<file path="src/rtl/gmrc_pkg.sv">
// shared types, codes and constants of the guarded monotonic and realtime clock
`timescale 1ns / 1ps

package gmrc_pkg;

    localparam int NOW_W    = 63;
    localparam int SEC_W    = 34;
    localparam int NSEC_W   = 30;
    localparam int ID_W     = 4;
    localparam int WANT_W   = 64;
    localparam int CALC_W   = 66;
    localparam int QUOT_W   = 34;
    localparam int QUEUE_DEPTH_DEFAULT = 4;

    localparam logic [NOW_W-1:0]  VALUE_MAX  = {NOW_W{1'b1}};
    localparam logic [NSEC_W-1:0] NS_PER_SEC = 30'd1_000_000_000;

    localparam logic OP_GET = 1'b0;
    localparam logic OP_SET = 1'b1;

    localparam logic [ID_W-1:0] CLK_REALTIME         = 4'd0;
    localparam logic [ID_W-1:0] CLK_MONOTONIC        = 4'd1;
    localparam logic [ID_W-1:0] CLK_REALTIME_COARSE  = 4'd5;
    localparam logic [ID_W-1:0] CLK_MONOTONIC_COARSE = 4'd6;
    localparam logic [ID_W-1:0] CLK_BOOTTIME         = 4'd7;

    localparam logic CFG_REALTIME_START = 1'b0;
    localparam logic CFG_MONOTIME_START = 1'b1;

    typedef enum logic [1:0] {
        STATUS_OK       = 2'd0,
        STATUS_INVALID  = 2'd1,
        STATUS_OVERFLOW = 2'd2
    } status_t;

    typedef enum logic [1:0] {
        KIND_GET_MONO,
        KIND_GET_REAL,
        KIND_SET,
        KIND_BAD
    } kind_t;

    typedef struct packed {
        kind_t              kind;
        logic [NOW_W-1:0]   host_now;
        logic [WANT_W-1:0]  want;
    } item_t;

    typedef struct packed {
        status_t            status;
        logic [NOW_W-1:0]   value;
    } result_t;

endpackage

</file>
<file path="src/rtl/gmrc_queue.sv">
// short request queue between the front end and the clock state pipeline
`timescale 1ns / 1ps

module gmrc_queue #(
    parameter int DEPTH = gmrc_pkg::QUEUE_DEPTH_DEFAULT
) (
    input  logic               aclk,
    input  logic               aresetn,
    input  logic               push_valid,
    output logic               push_ready,
    input  gmrc_pkg::item_t    push_item,
    input  logic               pop,
    output logic               pop_valid,
    output gmrc_pkg::item_t    pop_item
);

    localparam int PTR_W = (DEPTH > 1) ? $clog2(DEPTH) : 1;
    localparam int CNT_W = $clog2(DEPTH + 1);

    gmrc_pkg::item_t    mem [DEPTH];
    logic [PTR_W-1:0]   wr_ptr_reg;
    logic [PTR_W-1:0]   rd_ptr_reg;
    logic [CNT_W-1:0]   count_reg;
    logic               do_push;
    logic               do_pop;

    assign push_ready = (count_reg != CNT_W'(DEPTH));
    assign pop_valid  = (count_reg != '0);
    assign pop_item   = mem[rd_ptr_reg];
    assign do_push    = push_valid && push_ready;
    assign do_pop     = pop && pop_valid;

    always_ff @(posedge aclk) begin
        if (do_push) begin
            mem[wr_ptr_reg] <= push_item;
        end
    end

    always_ff @(posedge aclk) begin
        if (!aresetn) begin
            wr_ptr_reg <= '0;
            rd_ptr_reg <= '0;
            count_reg  <= '0;
        end else begin
            if (do_push) begin
                wr_ptr_reg <= (wr_ptr_reg == PTR_W'(DEPTH - 1)) ? '0 : wr_ptr_reg + 1'b1;
            end
            if (do_pop) begin
                rd_ptr_reg <= (rd_ptr_reg == PTR_W'(DEPTH - 1)) ? '0 : rd_ptr_reg + 1'b1;
            end
            if (do_push && !do_pop) begin
                count_reg <= count_reg + 1'b1;
            end else if (do_pop && !do_push) begin
                count_reg <= count_reg - 1'b1;
            end
        end
    end

endmodule

</file>
<file path="config.mk">
export PLATFORM = sky130hd
export DESIGN_NAME = gmrc_queue
export DESIGN_NICKNAME = d
export VERILOG_FILES = /design/src/rtl/gmrc_pkg.sv /design/src/rtl/gmrc_queue.sv
export SDC_FILE = /design/constraint.sdc
export NUM_CORES = 1
export LEC_CHECK = 0
export BUFFER_PORTS_ARGS = -buffer_cell sky130_fd_sc_hd__buf_4
export CAP_MARGIN = 5
export CORE_MARGIN = 2
export CORE_UTILIZATION = 51
export DETAILED_ROUTE_END_ITERATION = 16
export HOLD_SLACK_MARGIN = 0.12
export PLACE_DENSITY = 0.73
export SLEW_MARGIN = 20
export SYNTH_ARGS = -nofsm -noshare
export SYNTH_HDL_FRONTEND = slang
export SYNTH_SLANG_ARGS = --single-unit
</file>
<file path="constraint.sdc">
create_clock -name aclk -period 2.8 [get_ports aclk]
set_clock_uncertainty 0.1 [all_clocks]
set_input_delay 0.14 -clock aclk [delete_from_list [all_inputs] [get_ports aclk]]
set_output_delay 0.14 -clock aclk [all_outputs]
set_load 0.02 [all_outputs]
</file>
==> results.ini, run 1 <==
[global_route]
initial_antenna_violation_count = 3
grt_start_max_net_pins = 61
grt.overflow.total = 0
grt_pass1_vias = 9858
track_usage_pct = 19.8
grt_pass1_wl_um = 57500

[floorplanning]
fp.dieArea_um2 = 39000
starting_density_of_the_core_pct = 51.9
ios = 264
core_region_area_um2 = 36800
floorplan.rows = 70
floorplan.die.height_um = 198
die_w_um = 198

[sta]
timing_max_transition_violations_final = 0
unrepaired_setup_endpoints_after_global_routing = no
finalSetupViolCount = 0
worstMarginPinSlew_ps = 575
final.setup.worst_slack_ps = 200
slew-limit-headroom_pct = 61.7
max_freq_mhz = 385
sum_of_negative_setup_slack_ps = 0
final-hold-violation-count = 0
final_clock_period_utilization_by_the_worst_path_pct = 92.9
minimum_clock_period_ps = 2600

[worst_setup_path]
worst_setup_end_kind = output port
slowest_delay_ps = 710
worst_setup_path_start_kind = register
slowest_stage = dfxtp_4
arrival_ps = 2360
worstPathCellList = buf_12, mux4_2, buf_4
reg2reg_setup_slack_ps = 370
crit_path_max_fanout = 26
required_ps = 2560
setup.worst_path.class = reg -> out

[finish]
total_area_of_multi_input_combinational_cells_um2 = 3210
finalNonFillerCells = 1687
largest_reg_flops = 516
most-common-layout-cells = edfxtp_1 (516), buf_4 (275), dlygate4sd3_1 (134)
layout-drive-gt1-share_pct = 40.9
num-nets-final = 1315
layout.cells.most_common = edfxtp_1
syn_to_final_growth_pct = 29.8
design_area_um2 = 24800
layout.area.seq_um2 = 15700
final.fill_count = 2265

[yosys]
post-synth-top-area-cell = edfxtp_1
netlist_instances = 724
synth-main-ff-cell = edfxtp_1
synth.distinct_cells = 27
synth.yosys.seq_area_share_pct = 82.1
synth.net_count = 864
synth.area.top_cells = edfxtp_1 (81%), mux4_2 (15%), dfxtp_1 (0.94%)
synthArstFlopShare_pct = 0
ys.warnings.count = 0
synthesis.area_per_instance_um2 = 26.4
netlist_area_um2 = 19100
number_of_enable_type_register_cells_in_the_synthesized_netlist = 516
yosysTopAreaCellShare_pct = 81.1
postSynthRegisterBits = 525

[route]
wl_per_cell_um = 22.4
antenna_violating_nets_post_route = 0
totalWireLength_um = 37700
drt_iter0_markers = 458
drt_first_pass_iters = 5
drc = 0
routed_via_density = 5.37
via_count = 9067

[run_status]
status = completed

[place]
placedInstanceArea_um2 = 21900
dpl.cell_count = 1455
post-place-ws_ps = 367
numPortBuffers = 263
hpwlAfterDp_um = 22100
routabilityCongestion = 0.720

[power_and_ir_drop]
fin_total_pwr_mw = 21.7
max-vdd-ir-drop_mv = 0.642
power.density_cell_area_nw_per_um2 = 877
power.leakage_nw = 8.41

[cts]
htree_num_levels = 2
clkLatencyLatePin_ps = 570
cts_max_path_buffers = 3
cts_tree = done
cts-root-buf = clkbuf_16
cts.reportedPaths.clkPinSlew_ps = 60
post_cts.resized_instances = 0
numCtsBuffers = 52
cts.sink_count = 525

[flow_run]
count_of_maximum_capacitance_violations = 0

[worst_hold_path]
worst_hold_path_type = in -> reg

-- metal layers --
metal	vias to the layer above	GRT usage, %	share of wire, %
met4	2	6.35	2.1
met5	-	0	0.042
met1	4693	25.9	40
met2	272	33.0	51
li1	4044	-	-
met3	56	5.17	6.8
-- through the flow --
step	hold slack (ps)	utilization, %
3_5_place_dp	241	59.6
5_1_grt	191	67.4
2_1_floorplan	139	-
3_3_place_gp	240	59.6
4_1_cts	171	67.4
6_report	202	67.4
-- power by group --
group          internal, mW  total [mW]  leakage, nW  switching, mW
sequential             9.52        9.81         4.80          0.287
clock                  3.54        6.29        0.757           2.75
combinational          2.70        5.65         2.85           2.95
-- what timing repair did --
action                                 4_1_cts  5_1_grt
buffers inserted                             0        0
endpoints found under the hold margin      525        0
hold buffers                               134        0
-- Yosys cell counts (all sizes together) (2+ instances only) --
| cell type | instances |
|---|---|
| ha | 6 |
| and2 | 2 |
| dfxtp | 9 |
| nand2 | 5 |
| buf | 27 |
| nor2 | 2 |
| or3 | 2 |
| edfxtp | 516 |
| mux2i | 2 |
| clkbuf | 3 |
| and3 | 4 |
| inv | 3 |
| mux4 | 129 |
| o21ai | 4 |
| nand3 | 2 |
-- path summary, 6_finish.rpt --
path	startpoint	end	cells after the start
hold / removal	push_item[124]	mem[2][124]	2
setup reg to reg	count_reg[0]	count_reg[2]	8
hold reg to reg	rd_ptr_reg[0]	register	2
setup / recovery	register	pop_item[126]	3
-- final cells by class --
type,instances,area share [%]
sequential,525,63.2
timing repair buffer,427,15.2
multi-input combinational,166,12.9
clock buffer,64,5.52
tap,468,2.36
clock inverter,32,0.696
inverter,3,0.0454
antenna,2,0.0202
-- cell families after synthesis --
| family | after synthesis | synth area share (%) |
|---|---|---|
| flops | 525 | 82.1 |
| mux | 131 | 15.3 |
| buf+inv | 33 | 1.24 |
| simple gates | 20 | 0.616 |
| fa+ha+maj | 7 | 0.498 |
| compound gates | 6 | 0.183 |
| xor+xnor | 2 | 0.0917 |
-- worst max-delay path, delay by kind of cell, from the launching register on --
kind / cells / cell delay, ps
flip-flops: 1 / 710
multiplexers: 1 / 550
buffers and inverters: 2 / 500
(Power assumes the default switching activity.)
==> run 2: changes to the inputs <==
--- a/config.mk
+++ b/config.mk
@@ -5,11 +5,11 @@
 export SDC_FILE = /design/constraint.sdc
 export NUM_CORES = 1
 export LEC_CHECK = 0
-export BUFFER_PORTS_ARGS = -buffer_cell sky130_fd_sc_hd__buf_4
 export CAP_MARGIN = 5
 export CORE_MARGIN = 2
-export CORE_UTILIZATION = 51
+export CORE_UTILIZATION = 57
 export DETAILED_ROUTE_END_ITERATION = 16
+export DONT_BUFFER_PORTS = 1
 export HOLD_SLACK_MARGIN = 0.12
 export PLACE_DENSITY = 0.73
 export SLEW_MARGIN = 20
==> results.ini, run 2 (synthesized netlist as in run 1, its figures left out) <==
[run_status]
status = completed  ; unchanged

[cts]
cts.sink_count = 525  ; unchanged
numCtsBuffers = 51  ; was 52
clkLatencyLatePin_ps = 550  ; was 570 ps
cts_max_path_buffers = 3  ; unchanged
postCtsSetupRepairBufs = 0  ; unchanged
htree_num_levels = 2  ; unchanged
cts.reportedPaths.clkPinSlew_ps = 60  ; about the same
cts-root-buf = clkbuf_16  ; unchanged
cts_tree = done  ; unchanged

[global_route]
initial_antenna_violation_count = 4  ; was 3
grt.overflow.total = 0  ; unchanged
track_usage_pct = 20.6  ; was 19.8%
grt_start_max_net_pins = 82  ; was 61
grt_pass1_vias = 8916  ; was 9858
grt_pass1_wl_um = 54200  ; was 57500 um

[flow_run]
count_of_maximum_capacitance_violations = 0  ; unchanged

[power_and_ir_drop]
max-vdd-ir-drop_mv = 1.06  ; was 0.642 mV
power.leakage_nw = 7.06  ; was 8.41 nW
power.density_cell_area_nw_per_um2 = 903  ; was 877 nW/um^2

[worst_hold_path]
min_delay_worst_endpoint = mem[2][103]  ; was mem[2][124]
min_from = push_item[103]  ; was push_item[124]
worst_hold_path_type = in -> reg  ; unchanged
whs_path_depth = 1  ; was 2

[worst_setup_path]
slowest_stage = dfxtp_4  ; unchanged
slowest_delay_ps = 710  ; about the same
crit_path_max_fanout = 52  ; was 26
critPathTopFamily = flip-flops  ; unchanged
cp_num_cells = 2  ; was 3
arrival_ps = 2190  ; was 2360 ps
worst_setup_end_kind = output port  ; unchanged
required_ps = 2560  ; about the same
critical_path_buf_inv_count = 1  ; was 2
worst_setup_path_start_kind = register  ; unchanged
setup.worst_path.class = reg -> out  ; unchanged
worstPathCellList = buf_12, mux4_2  ; was buf_12, mux4_2, buf_4
reg2reg_setup_slack_ps = 390  ; was 370 ps
ff2ff_path_depth = 7  ; was 8
rr_endpoint = count_reg[2]  ; unchanged
rr_startpoint = count_reg[0]  ; unchanged

[sta]
slew-limit-headroom_pct = 61.8  ; was 61.7%
worstMarginPinSlew_ps = 574  ; was 575 ps
unrepaired_setup_endpoints_after_global_routing = no  ; unchanged
finalSetupViolCount = 0  ; unchanged
minimum_clock_period_ps = 2430  ; was 2600 ps
hold-worst-slack_ps = 189  ; was 202 ps
timing_max_transition_violations_final = 0  ; unchanged
final_clock_period_utilization_by_the_worst_path_pct = 86.9  ; was 92.9%
sum_of_negative_setup_slack_ps = 0  ; unchanged
final-hold-violation-count = 0  ; unchanged
max_freq_mhz = 411  ; was 385 MHz

[route]
drt_first_pass_iters = 4  ; was 5
drt_iter0_markers = 453  ; was 458
via_count = 8156  ; was 9067
drc = 0  ; unchanged
antenna_violating_nets_post_route = 0  ; unchanged
routed_via_density = 5.88  ; was 5.37
wl_per_cell_um = 25.5  ; was 22.4 um
totalWireLength_um = 35300  ; was 37700 um

[floorplanning]
die_w_um = 187  ; was 198 um
fp.dieArea_um2 = 35000  ; was 39000 um^2
starting_density_of_the_core_pct = 57.4  ; was 51.9%
floorplan.die.height_um = 187  ; was 198 um
ios = 264  ; unchanged
core_region_area_um2 = 33300  ; was 36800 um^2
floorplan.rows = 67  ; was 70

[place]
numPortBuffers = 0  ; was 263
hpwlAfterDp_um = 20300  ; was 22100 um
routabilityCongestion = 0.724  ; was 0.720

[finish]
total_area_of_multi_input_combinational_cells_um2 = 3210  ; unchanged
layout-drive-gt1-share_pct = 23.7  ; was 40.9%
most-common-layout-cells = edfxtp_1 (516), dlygate4sd3_1 (134), mux4_2 (129)  ; was edfxtp_1 (516), buf_4 (275), dlygate4sd3_1 (134)
num-nets-final = 1039  ; was 1315
final.fill_count = 1973  ; was 2265
layout.area.seq_um2 = 15700  ; unchanged
largest_reg_flops = 516  ; unchanged
finalCoreUtilization_pct = 68.1  ; was 67.4%
layout.cells.most_common = edfxtp_1  ; unchanged
syn_to_final_growth_pct = 18.6  ; was 29.8%

==> run 2: cell types whose count changed in the layout (fill, tap and decap cells not counted), sizes merged <==
| cell | previous run | this run |
|---|---|---|
| buf | 293 | 18 |
| clkinv | 28 | 15 |
| clkbuf | 64 | 70 |
| clkinvlp | 1 | 4 |
| inv | 5 | 3 |
| bufinv | 1 | 2 |
| diode | 2 | 3 |
==> run 2: routing by layer <==
layer / global-route usage [%] / share of wire, %
met3: 7.17 / 9.2
met4: 6.01 / 2.4
met5: 0 / 0.037
met2: 34.3 / 51
met1: 25.9 / 38
==> run 2: final cells by class <==
class / instances / area share (%)
Timing Repair Buffer: 152 / 7.23
Sequential cell: 525 / 69.2
Clock inverter: 21 / 0.701
Clock buffer: 70 / 6.14
Multi-Input combinational cell: 166 / 14.1
Inverter: 3 / 0.0497
Tap cell: 448 / 2.47
Antenna cell: 3 / 0.0331
==> run 2: timing repair <==
action,CTS,global route
endpoints found under the hold margin,655,0
gates resized for setup,0,0
hold buffers,134,0
==> run 2: how the worst max path moves through the flow <==
stage                            start           end
after floorplan           count_reg[0]     mem[0][0]
after global placement    count_reg[0]  count_reg[2]
after detailed placement  count_reg[0]  count_reg[2]
after CTS                     register  pop_item[73]
after global routing      count_reg[0]  count_reg[2]
final                         register  pop_item[93]
==> run 2: worst reg2reg max path: cells and delay by family, from the launching register on <==
| kind | cells | cell delay [ps] |
|---|---|---|
| AO/OA/AOI/OAI | 2 | 590 |
| XOR/XNOR | 1 | 160 |
| adder cells (fa/ha/maj) | 2 | 650 |
| buffers and inverters | 1 | 70 |
| flip-flops | 1 | 360 |
| AND/OR/NAND/NOR | 1 | 410 |
==> run 2: stage by stage <==
| stage | cells | total power [mW] | worst slack (ps) | area (um^2) |
|---|---|---|---|---|
| floorplan | 724 | 13.3 | -32.4 | 19100 |
| global placement | 1160 | 14.0 | 583 | 19800 |
| detailed placement | 1160 | 14.1 | 439 | 19800 |
| CTS | 1385 | 20.7 | 354 | 22600 |
| global route | 1387 | 21.2 | 226 | 22700 |
| finish | 1388 | 20.5 | 367 | 22700 |
==> run 2: where the power goes <==
part | leakage [nW] | switching (mW) | internal (mW)
Sequential | 4.80 | 0.267 | 9.52
Clock | 0.742 | 2.67 | 3.65
Combinational | 1.51 | 2.71 | 1.64
==> run 3: changes to the inputs <==
--- a/config.mk
+++ b/config.mk
@@ -11,6 +11,7 @@
 export DETAILED_ROUTE_END_ITERATION = 16
 export DONT_BUFFER_PORTS = 1
 export HOLD_SLACK_MARGIN = 0.12
+export MAX_ROUTING_LAYER = met4
 export PLACE_DENSITY = 0.73
 export SLEW_MARGIN = 20
 export SYNTH_ARGS = -nofsm -noshare
==> results.ini, run 3 (synthesized netlist as in run 1, its figures left out) <==
[global_route]
grt_pass1_vias = 8940  ; was 8916
grt.overflow.total = 0  ; unchanged
grt.met2_usage_pct = 34.3  ; unchanged
grt_start_max_net_pins = 82  ; unchanged
initial_antenna_violation_count = 6  ; was 4
grt.met1_usage_pct = 26.0  ; was 25.9%
grt_pass1_wl_um = 54000  ; was 54200 um
grt.met3_usage_pct = 7.20  ; was 7.17%
grt.busiest_layer = met2  ; unchanged
track_usage_pct = 21.3  ; was 20.6%

[cts]
cts_max_path_buffers = 3  ; unchanged
clkLatencyLatePin_ps = 550  ; about the same
post_cts.resized_instances = 0  ; unchanged
numCtsBuffers = 51  ; unchanged
htree_num_levels = 2  ; unchanged
cts-root-buf = clkbuf_16  ; unchanged
cts.reportedPaths.clkPinSlew_ps = 70  ; was 60 ps
postCtsSetupRepairBufs = 0  ; unchanged
cts_tree = done  ; unchanged
cts.sink_count = 525  ; unchanged

[sta]
final-hold-violation-count = 0  ; unchanged
final_clock_period_utilization_by_the_worst_path_pct = 85.8  ; was 86.9%
unrepaired_setup_endpoints_after_global_routing = no  ; unchanged
slew-limit-headroom_pct = 63.1  ; was 61.8%
minimum_clock_period_ps = 2400  ; was 2430 ps
finalSetupViolCount = 0  ; unchanged
max_freq_mhz = 416  ; was 411 MHz
worstMarginPinSlew_ps = 554  ; was 574 ps
timing_max_transition_violations_final = 0  ; unchanged
final.setup.worst_slack_ps = 397  ; was 367 ps

[finish]
layout.cells.most_common = edfxtp_1  ; unchanged
final.fill_count = 1978  ; was 1973
num-nets-final = 1039  ; unchanged
largest_reg_flops = 516  ; unchanged
most-common-layout-cells = edfxtp_1 (516), dlygate4sd3_1 (134), mux4_2 (129)  ; unchanged
layout-drive-gt1-share_pct = 23.7  ; unchanged
design_area_um2 = 22700  ; about the same
syn_to_final_growth_pct = 18.6  ; about the same

[floorplanning]
fp.dieArea_um2 = 35000  ; unchanged
ios = 264  ; unchanged
floorplan.rows = 67  ; unchanged
core_region_area_um2 = 33300  ; unchanged
die_w_um = 187  ; unchanged
floorplan.die.height_um = 187  ; unchanged
starting_density_of_the_core_pct = 57.4  ; unchanged

[worst_setup_path]
critPathTopFamily = adder cells  ; was flip-flops
reg2reg_setup_slack_ps = 400  ; was 390 ps
slowest_delay_ps = 410  ; was 710 ps
slowest_stage = or3_2  ; was dfxtp_4
worstPathCellList = o31ai_1, ha_1, inv_1, fa_1, xor2_1, or3_2, a21boi_0  ; was buf_12, mux4_2
worst_setup_path_start_kind = register  ; unchanged
setup.worst_path.class = reg -> reg  ; was reg -> out
cp_num_cells = 7  ; was 2
cp-startpoint = count_reg[0]
critical_path_buf_inv_count = 1  ; unchanged
required_ps = 3170  ; was 2560 ps
ff2ff_path_depth = 7  ; unchanged
rr_startpoint = count_reg[0]  ; unchanged
rr_endpoint = count_reg[2]  ; unchanged
arrival_ps = 2770  ; was 2190 ps
crit_path_max_fanout = 5  ; was 52
worst_setup_end_kind = register  ; was output port

[route]
wl_per_cell_um = 25.6  ; was 25.5 um
antenna_violating_nets_post_route = 0  ; unchanged
drc = 0  ; unchanged
drt_first_pass_iters = 5  ; was 4
routed_via_density = 5.88  ; about the same
totalWireLength_um = 35700  ; was 35300 um
drt_iter0_markers = 452  ; was 453
via_count = 8186  ; was 8156

[place]
numPortBuffers = 0  ; unchanged
routabilityCongestion = 0.733  ; was 0.724
placedInstanceArea_um2 = 19800  ; unchanged
post-place-ws_ps = 439  ; unchanged
hpwlAfterDp_um = 20300  ; unchanged

[worst_hold_path]
worst_hold_path_type = in -> reg  ; unchanged
min_delay_worst_endpoint = mem[2][103]  ; unchanged
min_from = push_item[103]  ; unchanged
whs_path_depth = 1  ; unchanged

[power_and_ir_drop]
fin_total_pwr_mw = 20.5  ; about the same
power.density_cell_area_nw_per_um2 = 903  ; about the same
max-vdd-ir-drop_mv = 0.803  ; was 1.06 mV
power.leakage_nw = 7.06  ; about the same

[flow_run]
count_of_maximum_capacitance_violations = 0  ; unchanged

[run_status]
status = completed  ; unchanged

run 3: timing repair:
| item | CTS | global route |
|---|---|---|
| endpoints found under the setup margin | 0 | 0 |
| hold endpoints to repair | 655 | 0 |
| hold buffers | 134 | 0 |
run 3: worst register-to-register path: stages (launching register included):
cell      delay [ps]
dfxtp_1          360
o31ai_1          390
ha_1             270
inv_1             70
fa_1             370
xor2_1           160
or3_2            410
a21boi_0         190
run 3: layer usage:
metal	part of all wire [%]	vias to the layer above
met2	52	333
met3	9.2	59
met1	37	4306
met5	0	-
li1	-	3488
met4	2.3	0
run 3: worst max-delay path by stage:
stage	end	slack, ps
3_3_place_gp	count_reg[2]	580
6_report	count_reg[2]	400
2_1_floorplan	mem[0][0]	-30
4_1_cts	pop_item[73]	350
5_1_grt	count_reg[2]	220
3_5_place_dp	count_reg[2]	440
run 3: final cells by class:
type                            instances  area, um^2  share of cell area, %
Sequential cell                       525       15700                   69.2
Multi-Input combinational cell        166        3210                   14.1
Timing Repair Buffer                  152        1640                   7.23
Clock buffer                           70        1390                   6.13
Tap cell                              448         561                   2.47
Clock inverter                         21         159                  0.701
Antenna cell                            6        15.0                 0.0663
Inverter                                3        11.3                 0.0497
run 3: power by group:
part / switching, mW / internal, mW
combinational: 2.71 / 1.64
clock: 2.68 / 3.65
sequential: 0.267 / 9.52
run 3: through the flow:
| stage | hold slack (ps) | cells | setup TNS (ps) | util (%) |
|---|---|---|---|---|
| floorplan | 139 | 724 | -16710 | - |
| global placement | 139 | 1160 | 0 | 59.4 |
| detailed placement | 139 | 1160 | 0 | 59.4 |
| CTS | 153 | 1385 | 0 | 68.1 |
| global route | 174 | 1391 | 0 | 68.1 |
| finish | 189 | 1391 | 0 | 68.1 |
